===== config.mk =====
export PLATFORM = sky130hd
export DESIGN_NAME = run_length_expander_flat
export DESIGN_NICKNAME = d
export VERILOG_FILES = /design/src/hdl/rle_pkg.sv /design/src/hdl/rle_in_if.sv /design/src/hdl/rle_out_if.sv /design/src/hdl/run_length_expander.sv /design/src/hdl/rle_datapath.sv /design/src/hdl/rle_ctrl.sv /design/src/flat_wrapper.sv
export SDC_FILE = /design/constraint.sdc
export NUM_CORES = 1
export LEC_CHECK = 0
export BUFFER_PORTS_ARGS = -buffer_cell sky130_fd_sc_hd__buf_2
export CORE_UTILIZATION = 52
export CTS_CLUSTER_SIZE = 14
export DETAILED_ROUTE_END_ITERATION = 10
export PLACE_DENSITY_LB_ADDON = 0.25
export SYNTH_ARGS = -nofsm -noshare
export SYNTH_HDL_FRONTEND = slang
export SYNTH_HIERARCHICAL = 1
export SYNTH_SLANG_ARGS = --single-unit

===== constraint.sdc =====
create_clock -name clk -period 4.7 [get_ports clk]
set_input_delay 0.94 -clock clk [delete_from_list [all_inputs] [get_ports clk]]
set_output_delay 0.94 -clock clk [all_outputs]
set_load 0.03 [all_outputs]

===== src/hdl/rle_pkg.sv =====
`timescale 1ns / 1ps
// Shared constants, state encoding and control/status structs for the
// run-length expander. No dependencies.
package rle_pkg;

  // Largest run length; a longer decimal count saturates here (2..63)
  localparam int unsigned MAX_REPEAT = 32;
  // Width of the repeat count and of the copy counter
  localparam int unsigned CNT_W      = 6;
  // Width of count*10+digit before saturation
  localparam int unsigned ACC_W      = CNT_W + 4;
  localparam logic [7:0]  DIGIT_ZERO = 8'h30;
  localparam logic [7:0]  DIGIT_NINE = 8'h39;

  typedef enum logic [1:0] {
    ST_IDLE,       // taking encoded bytes
    ST_EMIT_OLD,   // expanding the run closed by a new symbol
    ST_EMIT_LAST   // expanding the final run of the stream
  } rle_state_t;

  // Controller to datapath
  typedef struct packed {
    logic accept;     // input beat taken this cycle
    logic load;       // load one decoded copy into the output register
    logic mark;       // this run ends the stream
    logic start_pend; // open a run with the pending symbol
    logic clear_run;  // drop the held run, back to no symbol
  } rle_cmd_t;

  // Datapath to controller
  typedef struct packed {
    logic holding;    // a symbol is held
    logic in_digit;   // current input byte is an ASCII digit
    logic in_last;    // current input byte ends the stream
    logic out_free;   // output register can take a copy
    logic last_copy;  // next copy is the final one of the run
    logic pend_last;  // pending symbol ended the stream
  } rle_status_t;

endpackage


===== src/hdl/rle_in_if.sv =====
`timescale 1ns / 1ps
// Encoded byte channel: valid/ready handshake with byte and last mark.
// No dependencies.
interface rle_in_if;
  logic       valid;
  logic       ready;
  logic [7:0] in_byte;
  logic       in_last;

  modport source (output valid, output in_byte, output in_last, input ready);
  modport sink   (input valid, input in_byte, input in_last, output ready);
endinterface


===== src/hdl/rle_out_if.sv =====
`timescale 1ns / 1ps
// Decoded byte channel: valid/ready handshake with byte, last and clipped.
// No dependencies.
interface rle_out_if;
  logic       valid;
  logic       ready;
  logic [7:0] out_byte;
  logic       out_last;
  logic       clipped;

  modport source (output valid, output out_byte, output out_last, output clipped,
                  input ready);
  modport sink   (input valid, input out_byte, input out_last, input clipped,
                  output ready);
endinterface


===== src/hdl/run_length_expander.sv =====
`timescale 1ns / 1ps
// Run-length expander top level: controller plus datapath on two streams.
// Depends on rle_pkg, rle_in_if, rle_out_if, rle_ctrl, rle_datapath.
//
// Decodes a run-length stream: a symbol byte followed by optional ASCII
// decimal digits gives that many copies (none or zero means one, counts
// above 32 saturate and every copy then carries clipped). The first byte of
// a stream is always a symbol. A run goes out when the next symbol or the
// last-marked byte arrives; the final copy carries out_last. A byte that only
// starts a run or adds a digit is taken with no hold on the input. A byte that closes a run
// holds the input while its copies (1 to 32) go out, and a last-marked byte
// adds the final run's copies as well; the controller emits one copy per
// cycle into a single output register, so output stalls stretch this.
module run_length_expander (
  input  logic      clk,
  input  logic      rst_n,
  rle_in_if.sink    in_s,
  rle_out_if.source out_s
);

  rle_pkg::rle_cmd_t    cmd;
  rle_pkg::rle_status_t status;

  rle_ctrl u_ctrl (
    .clk      (clk),
    .rst_n    (rst_n),
    .in_valid (in_s.valid),
    .in_ready (in_s.ready),
    .status   (status),
    .cmd      (cmd)
  );

  rle_datapath u_dp (
    .clk       (clk),
    .rst_n     (rst_n),
    .cmd       (cmd),
    .status    (status),
    .in_byte   (in_s.in_byte),
    .in_last   (in_s.in_last),
    .out_ready (out_s.ready),
    .out_valid (out_s.valid),
    .out_byte  (out_s.out_byte),
    .out_last  (out_s.out_last),
    .clipped   (out_s.clipped)
  );

endmodule


===== src/hdl/rle_datapath.sv =====
`timescale 1ns / 1ps
// Run-length expander datapath: held run, count accumulation, pending symbol,
// copy counter and output register. Depends on rle_pkg.
module rle_datapath (
  input  logic                 clk,
  input  logic                 rst_n,
  input  rle_pkg::rle_cmd_t    cmd,
  output rle_pkg::rle_status_t status,
  input  logic [7:0]           in_byte,
  input  logic                 in_last,
  input  logic                 out_ready,
  output logic                 out_valid,
  output logic [7:0]           out_byte,
  output logic                 out_last,
  output logic                 clipped
);

  logic [7:0]                 held_symbol_r, held_symbol_nxt;
  logic                       holding_r, holding_nxt;
  logic [rle_pkg::CNT_W-1:0]  repeat_count_r, repeat_count_nxt;
  logic                       count_sat_r, count_sat_nxt;
  logic [7:0]                 pend_byte_r;
  logic                       pend_last_r;
  logic [rle_pkg::CNT_W-1:0]  copy_cnt_r, copy_cnt_nxt;
  logic                       out_valid_r, out_valid_nxt;
  logic [7:0]                 out_byte_r;
  logic                       out_last_r;
  logic                       clipped_r;

  logic                       in_digit;
  logic [rle_pkg::ACC_W-1:0]  acc;
  logic [rle_pkg::CNT_W-1:0]  run_len;
  logic                       last_copy;

  // Digit decode and count*10+digit as two shifts and adds
  assign in_digit = (in_byte >= rle_pkg::DIGIT_ZERO) && (in_byte <= rle_pkg::DIGIT_NINE);
  assign acc = ({4'd0, repeat_count_r} << 3) + ({4'd0, repeat_count_r} << 1)
             + {{(rle_pkg::ACC_W-8){1'b0}}, in_byte - rle_pkg::DIGIT_ZERO};

  // Copies in the held run: a zero count means one copy
  assign run_len   = (repeat_count_r == '0) ? rle_pkg::CNT_W'(1) : repeat_count_r;
  assign last_copy = (copy_cnt_r == run_len - rle_pkg::CNT_W'(1));

  assign status.holding   = holding_r;
  assign status.in_digit  = in_digit;
  assign status.in_last   = in_last;
  assign status.out_free  = !out_valid_r || out_ready;
  assign status.last_copy = last_copy;
  assign status.pend_last = pend_last_r;

  // Run state next values
  always_comb begin
    held_symbol_nxt  = held_symbol_r;
    holding_nxt      = holding_r;
    repeat_count_nxt = repeat_count_r;
    count_sat_nxt    = count_sat_r;
    if (cmd.accept) begin
      if (!holding_r) begin
        held_symbol_nxt  = in_byte;
        holding_nxt      = 1'b1;
        repeat_count_nxt = '0;
        count_sat_nxt    = 1'b0;
      end else if (in_digit) begin
        if (count_sat_r || (acc > rle_pkg::ACC_W'(rle_pkg::MAX_REPEAT))) begin
          repeat_count_nxt = rle_pkg::CNT_W'(rle_pkg::MAX_REPEAT);
          count_sat_nxt    = 1'b1;
        end else begin
          repeat_count_nxt = acc[rle_pkg::CNT_W-1:0];
        end
      end
    end
    if (cmd.start_pend) begin
      held_symbol_nxt  = pend_byte_r;
      holding_nxt      = 1'b1;
      repeat_count_nxt = '0;
      count_sat_nxt    = 1'b0;
    end
    if (cmd.clear_run) begin
      held_symbol_nxt  = '0;
      holding_nxt      = 1'b0;
      repeat_count_nxt = '0;
      count_sat_nxt    = 1'b0;
    end
  end

  // Copy counter and output register valid
  always_comb begin
    copy_cnt_nxt  = copy_cnt_r;
    out_valid_nxt = out_valid_r;
    if (cmd.load) begin
      copy_cnt_nxt  = last_copy ? '0 : copy_cnt_r + rle_pkg::CNT_W'(1);
      out_valid_nxt = 1'b1;
    end else if (out_ready) begin
      out_valid_nxt = 1'b0;
    end
  end

  always_ff @(posedge clk) begin
    if (!rst_n) begin
      held_symbol_r  <= '0;
      holding_r      <= 1'b0;
      repeat_count_r <= '0;
      count_sat_r    <= 1'b0;
      copy_cnt_r     <= '0;
      out_valid_r    <= 1'b0;
    end else begin
      held_symbol_r  <= held_symbol_nxt;
      holding_r      <= holding_nxt;
      repeat_count_r <= repeat_count_nxt;
      count_sat_r    <= count_sat_nxt;
      copy_cnt_r     <= copy_cnt_nxt;
      out_valid_r    <= out_valid_nxt;
    end
  end

  // Payload registers: pending symbol and output beat
  always_ff @(posedge clk) begin
    if (cmd.accept && holding_r && !in_digit) begin
      pend_byte_r <= in_byte;
      pend_last_r <= in_last;
    end
    if (cmd.load) begin
      out_byte_r <= held_symbol_r;
      out_last_r <= cmd.mark && last_copy;
      clipped_r  <= count_sat_r;
    end
  end

  assign out_valid = out_valid_r;
  assign out_byte  = out_byte_r;
  assign out_last  = out_last_r;
  assign clipped   = clipped_r;

endmodule


===== src/hdl/rle_ctrl.sv =====
`timescale 1ns / 1ps
// Run-length expander controller: sequences byte intake and run expansion.
// Depends on rle_pkg.
module rle_ctrl (
  input  logic                 clk,
  input  logic                 rst_n,
  input  logic                 in_valid,
  output logic                 in_ready,
  input  rle_pkg::rle_status_t status,
  output rle_pkg::rle_cmd_t    cmd
);

  rle_pkg::rle_state_t state_r, state_nxt;

  // State register
  always_ff @(posedge clk) begin
    if (!rst_n) begin
      state_r <= rle_pkg::ST_IDLE;
    end else begin
      state_r <= state_nxt;
    end
  end

  // Next state and commands
  always_comb begin
    state_nxt = state_r;
    in_ready  = 1'b0;
    cmd       = '0;
    unique case (state_r)
      rle_pkg::ST_IDLE: begin
        in_ready   = 1'b1;
        cmd.accept = in_valid;
        if (in_valid) begin
          if (status.holding && !status.in_digit) begin
            state_nxt = rle_pkg::ST_EMIT_OLD;
          end else if (status.in_last) begin
            state_nxt = rle_pkg::ST_EMIT_LAST;
          end
        end
      end
      rle_pkg::ST_EMIT_OLD: begin
        cmd.load = status.out_free;
        if (status.out_free && status.last_copy) begin
          cmd.start_pend = 1'b1;
          state_nxt = status.pend_last ? rle_pkg::ST_EMIT_LAST : rle_pkg::ST_IDLE;
        end
      end
      rle_pkg::ST_EMIT_LAST: begin
        cmd.load = status.out_free;
        cmd.mark = 1'b1;
        if (status.out_free && status.last_copy) begin
          cmd.clear_run = 1'b1;
          state_nxt     = rle_pkg::ST_IDLE;
        end
      end
      default: begin
        state_nxt = rle_pkg::ST_IDLE;
      end
    endcase
  end

endmodule


===== src/flat_wrapper.sv =====
// flat-port wrapper written by rule: the top's interface ports become plain ports
module run_length_expander_flat 
  (clk, rst_n, in_s_valid, in_s_in_byte, in_s_in_last, in_s_ready, out_s_valid, out_s_out_byte, out_s_out_last, out_s_clipped, out_s_ready);
  rle_in_if in_s_i ();
  rle_out_if out_s_i ();
  input  logic clk;
  input  logic rst_n;
  input wire logic [$bits(in_s_i.valid)-1:0] in_s_valid;
  input wire logic [$bits(in_s_i.in_byte)-1:0] in_s_in_byte;
  input wire logic [$bits(in_s_i.in_last)-1:0] in_s_in_last;
  output wire logic [$bits(in_s_i.ready)-1:0] in_s_ready;
  output wire logic [$bits(out_s_i.valid)-1:0] out_s_valid;
  output wire logic [$bits(out_s_i.out_byte)-1:0] out_s_out_byte;
  output wire logic [$bits(out_s_i.out_last)-1:0] out_s_out_last;
  output wire logic [$bits(out_s_i.clipped)-1:0] out_s_clipped;
  input wire logic [$bits(out_s_i.ready)-1:0] out_s_ready;
  assign in_s_i.valid = in_s_valid;
  assign in_s_i.in_byte = in_s_in_byte;
  assign in_s_i.in_last = in_s_in_last;
  assign in_s_ready = in_s_i.ready;
  assign out_s_valid = out_s_i.valid;
  assign out_s_out_byte = out_s_i.out_byte;
  assign out_s_out_last = out_s_i.out_last;
  assign out_s_clipped = out_s_i.clipped;
  assign out_s_i.ready = out_s_ready;
  run_length_expander u_core (.clk(clk), .rst_n(rst_n), .in_s(in_s_i), .out_s(out_s_i));
endmodule

==> metrics.md, run 1 <==
| Metric | Value |
|---|---|
| Post-Synth Adder-Cell Area | `12.5%` |
| Largest family of logic cells by synthesized area | `compound AO/OA/AOI/OAI gates` |
| Fin util | `roughly three fifths` |
| Worst skew pair latency | `approximately 290 ps` |
| Clock buffer depth | `2` |
| Clk pin slew, worst setup/hold paths | `approximately 80 ps` |
| # port buffers | `24` |
| Delay of the slowest critical-path stage | `between 500 and 600 ps` |
| Arrival time at the worst endpoint | `roughly 4000 ps` |
| Seq cells post-synth | `44` |
| GRT overflow | `0` |
| Type of origin of the critical path | `flop` |
| Most common cell after layout, fill and taps aside | `nor2_1` |
| Clock sinks | `44` |
| Hold Vio Cnt, Final | `0` |
| Hpwl dp | `approximately 3100 um` |
| DRT iter0 DRCs | `~150` |
| Ys flop type | `dfxtp_1` |
| Slew Limit Fails | `0` |
| Critical path endpoint category | `flop` |
| Final setup vio count | `0` |
| RSZ-0062 raised after global routing | `no` |
| Share of cells above drive strength 1 | `between 10% and 20%` |
| Crit path max-delay cell type | `or4_4` |
| Slew margin rel. | `30.1%` |
| Post-Synth Simple-Gate Area | `about 14%` |
| CP Max Fanout | `12` |
| PwrDens | `about 420 nW/um^2` |
| Status | `finished clean` |
| DRC errors left | `0` |
| Ys async rst share | `0%` |
| Site row count | `24` |
| Post_cts resized | `0` |
| Post-CTS Setup Bufs | `0` |
| Cells along the critical path | `or4_4, nor2_1, nor2_1, ha_1, xnor2_1, xnor2_1, o2111ai_1, nor3_2, and3_2, nand2b_1, a211oi_1, a22o_1` |
| Fin Setup TNS | `0 ps` |
| HP Class | `flop to flop` |
| Clk_skew | `approximately 6.6 ps` |
| Initial antenna violation count | `0` |
| Fin cells | `300` |
| Crit share post-route | `79.9%` |
| CTS Root Cell | `clkbuf_8` |
| Total Routing Usage GR | `around 19%` |
| Critical setup path kind | `flop to flop` |
| Final #Nets | `roughly 280` |
| Most frequent cells in the layout | `nor2_1 (26), dfxtp_1 (25), buf_2 (24), edfxtp_1 (19)` |
| Via density | `5.60` |
| Die width | `between 60 and 70 um` |
| FMAX | `between 200 and 300 MHz` |
| H-tree depth | `2` |
| Antenna viol nets, final | `0` |
| Area Overhead vs Synth | `10.1%` |
| Leak | `roughly 1.1 nW` |
| Max Cap Viol | `0` |
| Antenna cells | `0` |
| Seq/Total Area, Yosys | `approximately 45%` |
| Mux cell area share after synthesis | `3.35%` |
| Die area | `approximately 4900 um^2` |
| EDFF count, synth | `19` |
| Area after DPL | `2520 um^2` |
| GPL Wtd Cong | `0.764` |
| Worst Tran Pin Value | `1050 ps` |
| Inst Count DP | `about 290` |
| Tmin final | `between 3000 and 4000 ps` |
| TritonCTS buffer count | `5` |
| Syn_area_per_cell | `around 11 um^2` |
| I/O Pins | `25` |
| Drt wl/cell | `~14 um` |
| TritonCTS clock tree | `yes` |
| Drt pass-1 iters | `4` |
| VDD IR max | `around 0.00014 V` |
| Synth warnings | `6` |
| Post-Place Setup Slack | `slightly below 1000 ps` |
| Synth Instances | `about 230` |
| Syn nets | `261` |
| Initial Utilization | `between 50% and 60%` |
| Library cells used by synthesis | `49` |
| Global-route wire length before repair | `between 7000 and 8000 um` |
| Routed WL | `approximately 4300 um` |
| CP required | `between 4000 and 5000 ps` |
| Fin worst setup slack | `943 ps` |
| Largest net degree at the start of global routing | `21` |
| Die height | `69.8 um` |
| Vias | `1681` |
| Area share of xor/xnor cells in the synthesized design | `5.12%` |
| Core footprint | `between 4000 and 5000 um^2` |
| Post-route cell area | `between 2000 and 3000 um^2` |
| Post-synthesis compound-gate area fraction | `about 16%` |
| Vias in the first global route | `1607` |
| Post-Syn Area | `2390 um^2` |
| # hold bufs at CTS | `0` |
==> area by class of cell <==
class / instances / area (um^2)
well taps: 52 / 65.1
multi-input cells: 157 / 1210
inverters: 15 / 56.3
repair buffers: 24 / 120
flip-flops and latches: 44 / 1070
clock inverters: 3 / 47.5
clock buffers: 5 / 68.8
fillers: 367 / 1750
==> path summary, 6_finish.rpt <==
kind | startpoint | endpoint | slack, ps | cells after the start
min reg2reg | u_core/u_dp/held_symbol_r[3] | u_core/u_dp/out_byte[3] | 440 | 0
min | u_core/u_dp/held_symbol_r[3] | u_core/u_dp/out_byte[3] | 440 | 0
max | u_core/u_dp/repeat_count_r[1] | u_core/u_dp/repeat_count_r[5] | 940 | 12
max reg2reg | u_core/u_dp/repeat_count_r[1] | u_core/u_dp/repeat_count_r[5] | 940 | 12
==> worst max-delay path, delay by kind of cell, from the launching register on <==
family                   cells  cell delay (ps)
AND/OR/NAND/NOR              6             1940
AO/OA/AOI/OAI                3              740
flip-flops                   1              410
XOR/XNOR                     2              320
adder cells (fa/ha/maj)      1              250
==> cells by family after synthesis <==
kind of cell | after synthesis
xor+xnor | 14
mux | 8
buf+inv | 26
fa+ha+maj | 21
flops | 44
simple gates | 63
compound gates | 51
==> registers in the layout, summed over array words and instances (netlist names), 2 cells and up <==
register                    cells
u_core/u_dp/held_symbol_r       8
u_core/u_dp/repeat_count_r      6
u_core/u_dp/out_byte            8
u_core/u_dp/copy_cnt_r          6
u_core/u_dp/pend_byte_r         8
u_core/u_ctrl/state_r           2
==> per-stage QoR <==
stage               total power, mW  hold WS [ps]
finish                         1.12           437
global route                   1.18           454
CTS                            1.13           436
detailed placement            0.835           414
global placement              0.833           411
floorplan                     0.762           408
==> per-layer routing <==
layer	wire, um	track usage (%)	vias to the layer above	part of all wire [%]
met5	0	0	-	0
met4	70	8.00	0	1.6
met3	150	3.92	6	3.5
met2	1900	29.1	31	44
met1	2150	26.8	788	50
li1	-	-	856	-
==> synthesized netlist by cell type (3+ instances only) <==
library cell | count | share of area, %
a211oi_1 | 5 | 1.6
a21oi_1 | 16 | 3.3
a32o_1 | 5 | 2.1
buf_4 | 5 | 1.6
clkbuf_1 | 6 | 0.94
dfxtp_1 | 25 | 21
edfxtp_1 | 19 | 24
fa_1 | 5 | 4.2
ha_1 | 16 | 8.4
inv_1 | 15 | 2.4
mux2i_1 | 8 | 3.3
nand2_1 | 9 | 1.4
nand2b_1 | 3 | 0.78
nand3b_1 | 3 | 0.94
nor2_1 | 26 | 4.1
nor2b_1 | 3 | 0.78
nor3_1 | 4 | 0.84
o21ai_0 | 5 | 1.0
xnor2_1 | 6 | 2.2
xor2_1 | 8 | 2.9
==> power breakdown <==
group / internal, mW / total (mW) / switching, mW
Clock: 0.160 / 0.289 / 0.129
Combinational: 0.105 / 0.329 / 0.225
Sequential: 0.476 / 0.499 / 0.0227
(Power assumes the default switching activity.)
==> run 2: changes to the inputs <==
ABC_AREA = 1   (was not set)
clock period = 3.85 ns   (was 4.7 ns; I/O delays follow)
==> run 2 against run 1 <==
Compared with the run above: first-iteration DRC count fell by 20%; via count up 15%; combinational power increased by 65%; sequential share of layout area shrank 1.4 points; register-to-register slack got worse by 410 ps; power grew 40%; critical path type unchanged; core utilization is 0.94 points higher; largest power group unchanged; fmax grew 13%.
==> metrics.md, run 2 <==
| Metric | Value |
|---|---|
| Status | `finished clean` |
| Post-CTS Setup Bufs | `0 (unchanged)` |
| Clock buffer depth | `2 (unchanged)` |
| Slew margin rel. | `45.3% (+15 points)` |
| Via density | `5.25 (-6.3%)` |
| Area contributors post-synth | `edfxtp_1 (23%), dfxtp_1 (20%), nand2_1 (9.9%)` |
| Initial antenna violation count | `0 (unchanged)` |
| Crit share post-route | `86.1% (+6.2 points)` |
| Critical setup path kind | `flop to flop` |
| Seq/Total Area, Yosys | `43.3% (-1.4 points)` |
| Largest net degree at the start of global routing | `17 (-19%)` |
| Drt pass-1 iters | `7 (+3)` |
| TritonCTS clock tree | `yes` |
| DRC errors left | `0 (unchanged)` |
| Antenna viol nets, final | `0 (unchanged)` |
| Fin Setup TNS | `0 ps (unchanged)` |
| Site row count | `24 (unchanged)` |
| Fin cells | `369 (+23%)` |
| Final setup vio count | `0 (unchanged)` |
| FMAX | `302 MHz (+13%)` |
| Hpwl dp | `3690 um (+17%)` |
| PwrDens | `572 nW/um^2 (+35%)` |
| # hold bufs at CTS | `0 (unchanged)` |
| CP Max Fanout | `12 (unchanged)` |
| Cells along the critical path | `nor2_2, nand3_1, nand2_1, inv_1, ha_1, xor2_1, o21ai_0, nor2_1, nand2_1, nor2_2, nand2_1, inv_1, nand2_1, nor2_1, nor2_1, nand2_1, a31oi_1` |
| Global-route wire length before repair | `8490 um (+15%)` |
| Commonest cells post-synth | `nand2_1 (65), inv_1 (46), dfxtp_1 (25), nor2_1 (21), edfxtp_1 (19)` |
| Worst skew pair latency | `300 ps (about the same)` |
| Delay of the slowest critical-path stage | `650 ps (+70 ps)` |
| Drt wl/cell | `13.0 um (-8.7%)` |
| H-tree depth | `2 (unchanged)` |
| Clk pin slew, worst setup/hold paths | `90 ps (about the same)` |
| Synth warnings | `6 (unchanged)` |
| EDFF count, synth | `19 (unchanged)` |
| Total Routing Usage GR | `21.9% (+2.7 points)` |
| Ys flop type | `dfxtp_1` |
| Arrival time at the worst endpoint | `3510 ps (-440 ps)` |
| Post-Place Setup Slack | `544 ps (-422 ps)` |
| Crit path top cell by count | `nand2_1` |
| Area leader, netlist | `edfxtp_1` |
| Synth Instances | `291 (+28%)` |
| Syn_area_per_cell | `8.49 um^2 (-19%)` |
| Hold Vio Cnt, Final | `0 (unchanged)` |
| Routed WL | `4790 um (+12%)` |
| Inst Count DP | `361 (+24%)` |
| Most common cell after layout, fill and taps aside | `nand2_1` |
| Library cells used by synthesis | `33 (-33%)` |
| VDD IR max | `0.000229 V (+67%)` |
| HP Class | `flop to flop` |
| Syn nets | `325 (+25%)` |
| Leak | `1.25 nW (+13%)` |
| Post-Syn Area | `2470 um^2 (+3.2%)` |
| Count leader, synth | `nand2_1` |
| Final #Nets | `350 (+25%)` |
| CP required | `4040 ps (-860 ps)` |
| # port buffers | `24 (unchanged)` |
| Area after DPL | `2620 um^2 (+3.8%)` |
| Post_cts resized | `0 (unchanged)` |
| DRT iter0 DRCs | `118 (-20%)` |
| CTS Root Cell | `clkbuf_8` |
| Yosys top cell area share | `23.1% (-0.75 points)` |
| Share of cells above drive strength 1 | `15.8% (-2.0 points)` |
| Type of origin of the critical path | `flop` |
| Slew Limit Fails | `0 (unchanged)` |
| Max Cap Viol | `0 (unchanged)` |
| Post-route cell area | `2730 um^2 (+3.7%)` |
| Antenna cells | `0 (unchanged)` |
| I/O Pins | `25 (unchanged)` |
| TritonCTS buffer count | `5 (unchanged)` |
| Area Overhead vs Synth | `10.5%` |
| Critical path endpoint category | `flop` |
| Crit path max-delay cell type | `nor2_1` |
| Total power | `1.56 mW (+40%)` |
| Worst Tran Pin Value | `818 ps (-229 ps)` |
| Post-Route Hold Slack | `441 ps (+4.61 ps)` |
| Vias | `1938 (+15%)` |
| Tmin final | `3320 ps (-442 ps)` |
| Vias in the first global route | `1878 (+17%)` |
| Die width | `70.9 um (+1.6%)` |
| Die height | `70.9 um (+1.6%)` |
| GRT overflow | `0 (unchanged)` |
| Clk_skew | `7.58 ps (+0.947 ps)` |
| Clock sinks | `44 (unchanged)` |
| Die area | `5030 um^2 (+3.1%)` |
| Fin worst setup slack | `534 ps (-408 ps)` |
| Most frequent cells in the layout | `nand2_1 (65), inv_1 (46), dfxtp_1 (25), buf_2 (24), nor2_1 (21)` |
| Initial Utilization | `55.2% (+0.63 points)` |
| RSZ-0062 raised after global routing | `no` |
| Fin util | `61.0% (+0.94 points)` |
| Ys async rst share | `0% (unchanged)` |
| GPL Wtd Cong | `0.833 (+9.1%)` |
| Seq cells post-synth | `44 (unchanged)` |
| Core footprint | `4470 um^2 (+2.1%)` |
-- run 2: cell count changes after synthesis, sizes merged, moves of 8 or more --
cell	delta
nand2	+59
inv	+33
nand3	+18
mux2i	-8
a31oi	+9
-- run 2: path summary, 6_finish.rpt --
check,start,end,slack [ps],cells past startpoint
setup reg to reg,u_core/u_dp/repeat_count_r[3],u_core/u_dp/held_symbol_r[3],530,17
hold reg to reg,u_core/u_dp/held_symbol_r[0],u_core/u_dp/out_byte[0],440,0
hold / removal,u_core/u_dp/held_symbol_r[0],u_core/u_dp/out_byte[0],440,0
setup / recovery,u_core/u_dp/repeat_count_r[3],u_core/u_dp/held_symbol_r[3],530,17
-- run 2: critical path, delay by kind of cell (launching register included) --
kind            cells  cell delay (ps)
simple gates       11             2060
flops               1              420
fa+ha+maj           1              300
compound gates      2              190
buf+inv             2              120
xor+xnor            1              120
-- run 2: routing by layer --
layer,global-route usage [%],part of all wire (%),vias to the layer above
met5,0,0,-
met4,9.56,2.6,0
met3,4.27,3.1,12
met2,36.9,48,38
met1,27.6,47,890
li1,-,-,998
-- run 2: cell families after synthesis --
| kind of cell | synth area share [%] |
|---|---|
| AND/OR/NAND/NOR | 23.5 |
| buffers and inverters | 9.11 |
| flip-flops | 43.3 |
| adder cells (fa/ha/maj) | 12.2 |
| XOR/XNOR | 2.84 |
| AO/OA/AOI/OAI | 9.01 |
-- run 2: area by class of cell --
class / instances / area (um^2)
clock buffers: 5 / 68.8
flip-flops and latches: 44 / 1070
repair buffers: 24 / 120
multi-input cells: 192 / 1170
well taps: 52 / 65.1
fillers: 372 / 1740
inverters: 49 / 184
clock inverters: 3 / 47.5
-- run 2: where the power goes --
part / total, mW / switching [mW] / internal (mW)
Sequential: 0.657 / 0.0442 / 0.613
Clock: 0.362 / 0.167 / 0.195
Combinational: 0.544 / 0.392 / 0.151
==> run 3: changes to the inputs <==
MAX_ROUTING_LAYER = met4   (was not set)
==> run 3 against run 2 <==
Compared with the run above: sequential cell count is the same; non-clock buffer count is the same; clock skew shrank 1.2 ps.
==> metrics.md, run 3 (same netlist as run 2, synthesis figures left out) <==
| Metric | Value |
|---|---|
| Status | `finished clean` |
| Slew Limit Fails | `0 (unchanged)` |
| Largest net degree at the start of global routing | `17 (unchanged)` |
| FMAX | `303 MHz (+0.47%)` |
| GPL Wtd Cong | `0.846 (+1.5%)` |
| Global-route wire length before repair | `8490 um (about the same)` |
| GRT overflow | `0 (unchanged)` |
| Crit share post-route | `85.7% (-0.40 points)` |
| Worst Path Buf+Inv | `2 (unchanged)` |
| Delay of the slowest critical-path stage | `650 ps (about the same)` |
| Vias in the first global route | `1882 (+0.21%)` |
| Leak | `1.25 nW (unchanged)` |
| # hold bufs at CTS | `0 (unchanged)` |
| Slew margin rel. | `45.9% (+0.63 points)` |
| Die height | `70.9 um (unchanged)` |
| Sequential share of power | `42.1% (about the same)` |
| Tmin final | `3300 ps (-15.5 ps)` |
| Hpwl dp | `3690 um (unchanged)` |
| Clock group share of total power | `23.2% (about the same)` |
| Fin Setup TNS | `0 ps (unchanged)` |
| Drt wl/cell | `12.9 um (-0.40%)` |
| DRT iter0 DRCs | `122 (+3.4%)` |
| Max Cap Viol | `0 (unchanged)` |
| DRC errors left | `0 (unchanged)` |
| Crit path launch | `u_core/u_dp/repeat_count_r[3]` |
| Internal power | `0.960 mW (about the same)` |
| Core footprint | `4470 um^2 (unchanged)` |
| Vias | `1921 (-0.88%)` |
| CTS Root Cell | `clkbuf_8` |
| Combinational fraction of design power | `34.8% (about the same)` |
| Final #Nets | `350 (unchanged)` |
| Post-CTS Setup Bufs | `0 (unchanged)` |
| Arrival time at the worst endpoint | `3490 ps (-20 ps)` |
| Cells along the critical path | `nor2_2, nand3_1, nand2_1, inv_1, ha_1, xor2_1, o21ai_0, nor2_1, nand2_1, nor2_2, nand2_1, inv_1, nand2_1, nor2_1, nor2_1, nand2_1, a31oi_1` |
| Switching Share | `38.5% (-0.10 points)` |
| Share of cells above drive strength 1 | `15.8% (unchanged)` |
| Fin worst setup slack | `550 ps (+15.5 ps)` |
| Area Overhead vs Synth | `10.5% (unchanged)` |
| Crit path top cell by count | `nand2_1` |
| RSZ-0062 raised after global routing | `no` |
| VDD IR max | `0.000229 V (about the same)` |
| PwrDens | `571 nW/um^2 (-0.18%)` |
| Clk_skew | `6.33 ps (-1.24 ps)` |
| I/O Pins | `25 (unchanged)` |
| Critical setup path kind | `flop to flop` |
| Total power | `1.56 mW (-0.18%)` |
| TritonCTS clock tree | `yes` |
| Clk pin slew, worst setup/hold paths | `90 ps (about the same)` |
| Total Routing Usage GR | `22.6% (+0.68 points)` |
| Hold Startpoint | `u_core/u_dp/held_symbol_r[0]` |
| Post_cts resized | `0 (unchanged)` |
| Die width | `70.9 um (unchanged)` |
| Worst Tran Pin Value | `809 ps (-9.47 ps)` |
| Critical path endpoint category | `flop` |
| Via density | `5.21 (-0.88%)` |
| Clock buffer depth | `2 (unchanged)` |
| Post-Place Setup Slack | `544 ps (unchanged)` |
| TritonCTS buffer count | `5 (unchanged)` |
| Type of origin of the critical path | `flop` |
| Final setup vio count | `0 (unchanged)` |
| R2R Path Start | `u_core/u_dp/repeat_count_r[3]` |
| Most frequent cells in the layout | `nand2_1 (65), inv_1 (46), dfxtp_1 (25), buf_2 (24), nor2_1 (21)` |
| Clock sinks | `44 (unchanged)` |
| Antenna cells | `0 (unchanged)` |
| HP Class | `flop to flop` |
| Drt pass-1 iters | `6 (-1)` |
| Cell family with most CP delay | `simple AND/OR/NAND/NOR gates` |
| Die area | `5030 um^2 (unchanged)` |
| Area after DPL | `2620 um^2 (unchanged)` |
| # port buffers | `24 (unchanged)` |
| Antenna viol nets, final | `0 (unchanged)` |
| Worst skew pair latency | `300 ps (about the same)` |
| Routed WL | `4770 um (-0.40%)` |
| Hold Vio Cnt, Final | `0 (unchanged)` |
| Post-route cell area | `2730 um^2 (unchanged)` |
| Switch Pwr | `0.601 mW (-0.44%)` |
| CP Max Fanout | `12 (unchanged)` |
| Crit path max-delay cell type | `nor2_1` |
| Site row count | `24 (unchanged)` |
| Most common cell after layout, fill and taps aside | `nand2_1` |
| H-tree depth | `2 (unchanged)` |
| CP required | `4040 ps (about the same)` |
| Initial Utilization | `55.2% (unchanged)` |
| Initial antenna violation count | `0 (unchanged)` |
[run 3: layer usage]
layer	track usage [%]	routed length (um)
met1	27.5	2220
met2	37.0	2330
met3	4.27	128
met4	9.56	93
met5	-	0
[run 3: worst reg2reg max path: stages, from the launching register on]
cell and delay (ps):
dfxtp_1 420, nor2_2 180, nand3_1 110, nand2_1 90, inv_1 50, ha_1 300
xor2_1 120, o21ai_0 90, nor2_1 110, nand2_1 80, nor2_2 140, nand2_1 110
inv_1 70, nand2_1 110, nor2_1 650, nor2_1 330, nand2_1 150, a31oi_1 90
[run 3: final cells by class]
type / count / area [um^2]
fillers: 372 / 1740
multi-input cells: 192 / 1170
flip-flops and latches: 44 / 1070
inverters: 49 / 184
repair buffers: 24 / 120
clock buffers: 5 / 68.8
well taps: 52 / 65.1
clock inverters: 3 / 47.5
[run 3: worst paths after layout]
path	depth (start not counted)	endpoint	slack, ps
setup reg to reg	17	u_core/u_dp/held_symbol_r[3]	550
hold reg to reg	0	u_core/u_dp/out_byte[0]	440
hold / removal	0	u_core/u_dp/out_byte[0]	440
setup / recovery	17	u_core/u_dp/held_symbol_r[3]	550
[run 3: power groups by stage]
stage	logic [mW]	clock network (mW)	registers [mW]
after floorplan	0.317	0	0.760
after global placement	0.529	0	0.663
after detailed placement	0.540	0	0.667
after CTS	0.543	0.368	0.657
after global routing	0.598	0.386	0.671
final	0.542	0.361	0.656
[run 3: through the flow]
step	hold slack, ps	cells	util [%]
global route	455	369	61.0
CTS	445	369	61.0
detailed placement	425	361	58.4
floorplan	409	291	-
global placement	414	361	58.4
finish	442	369	61.0
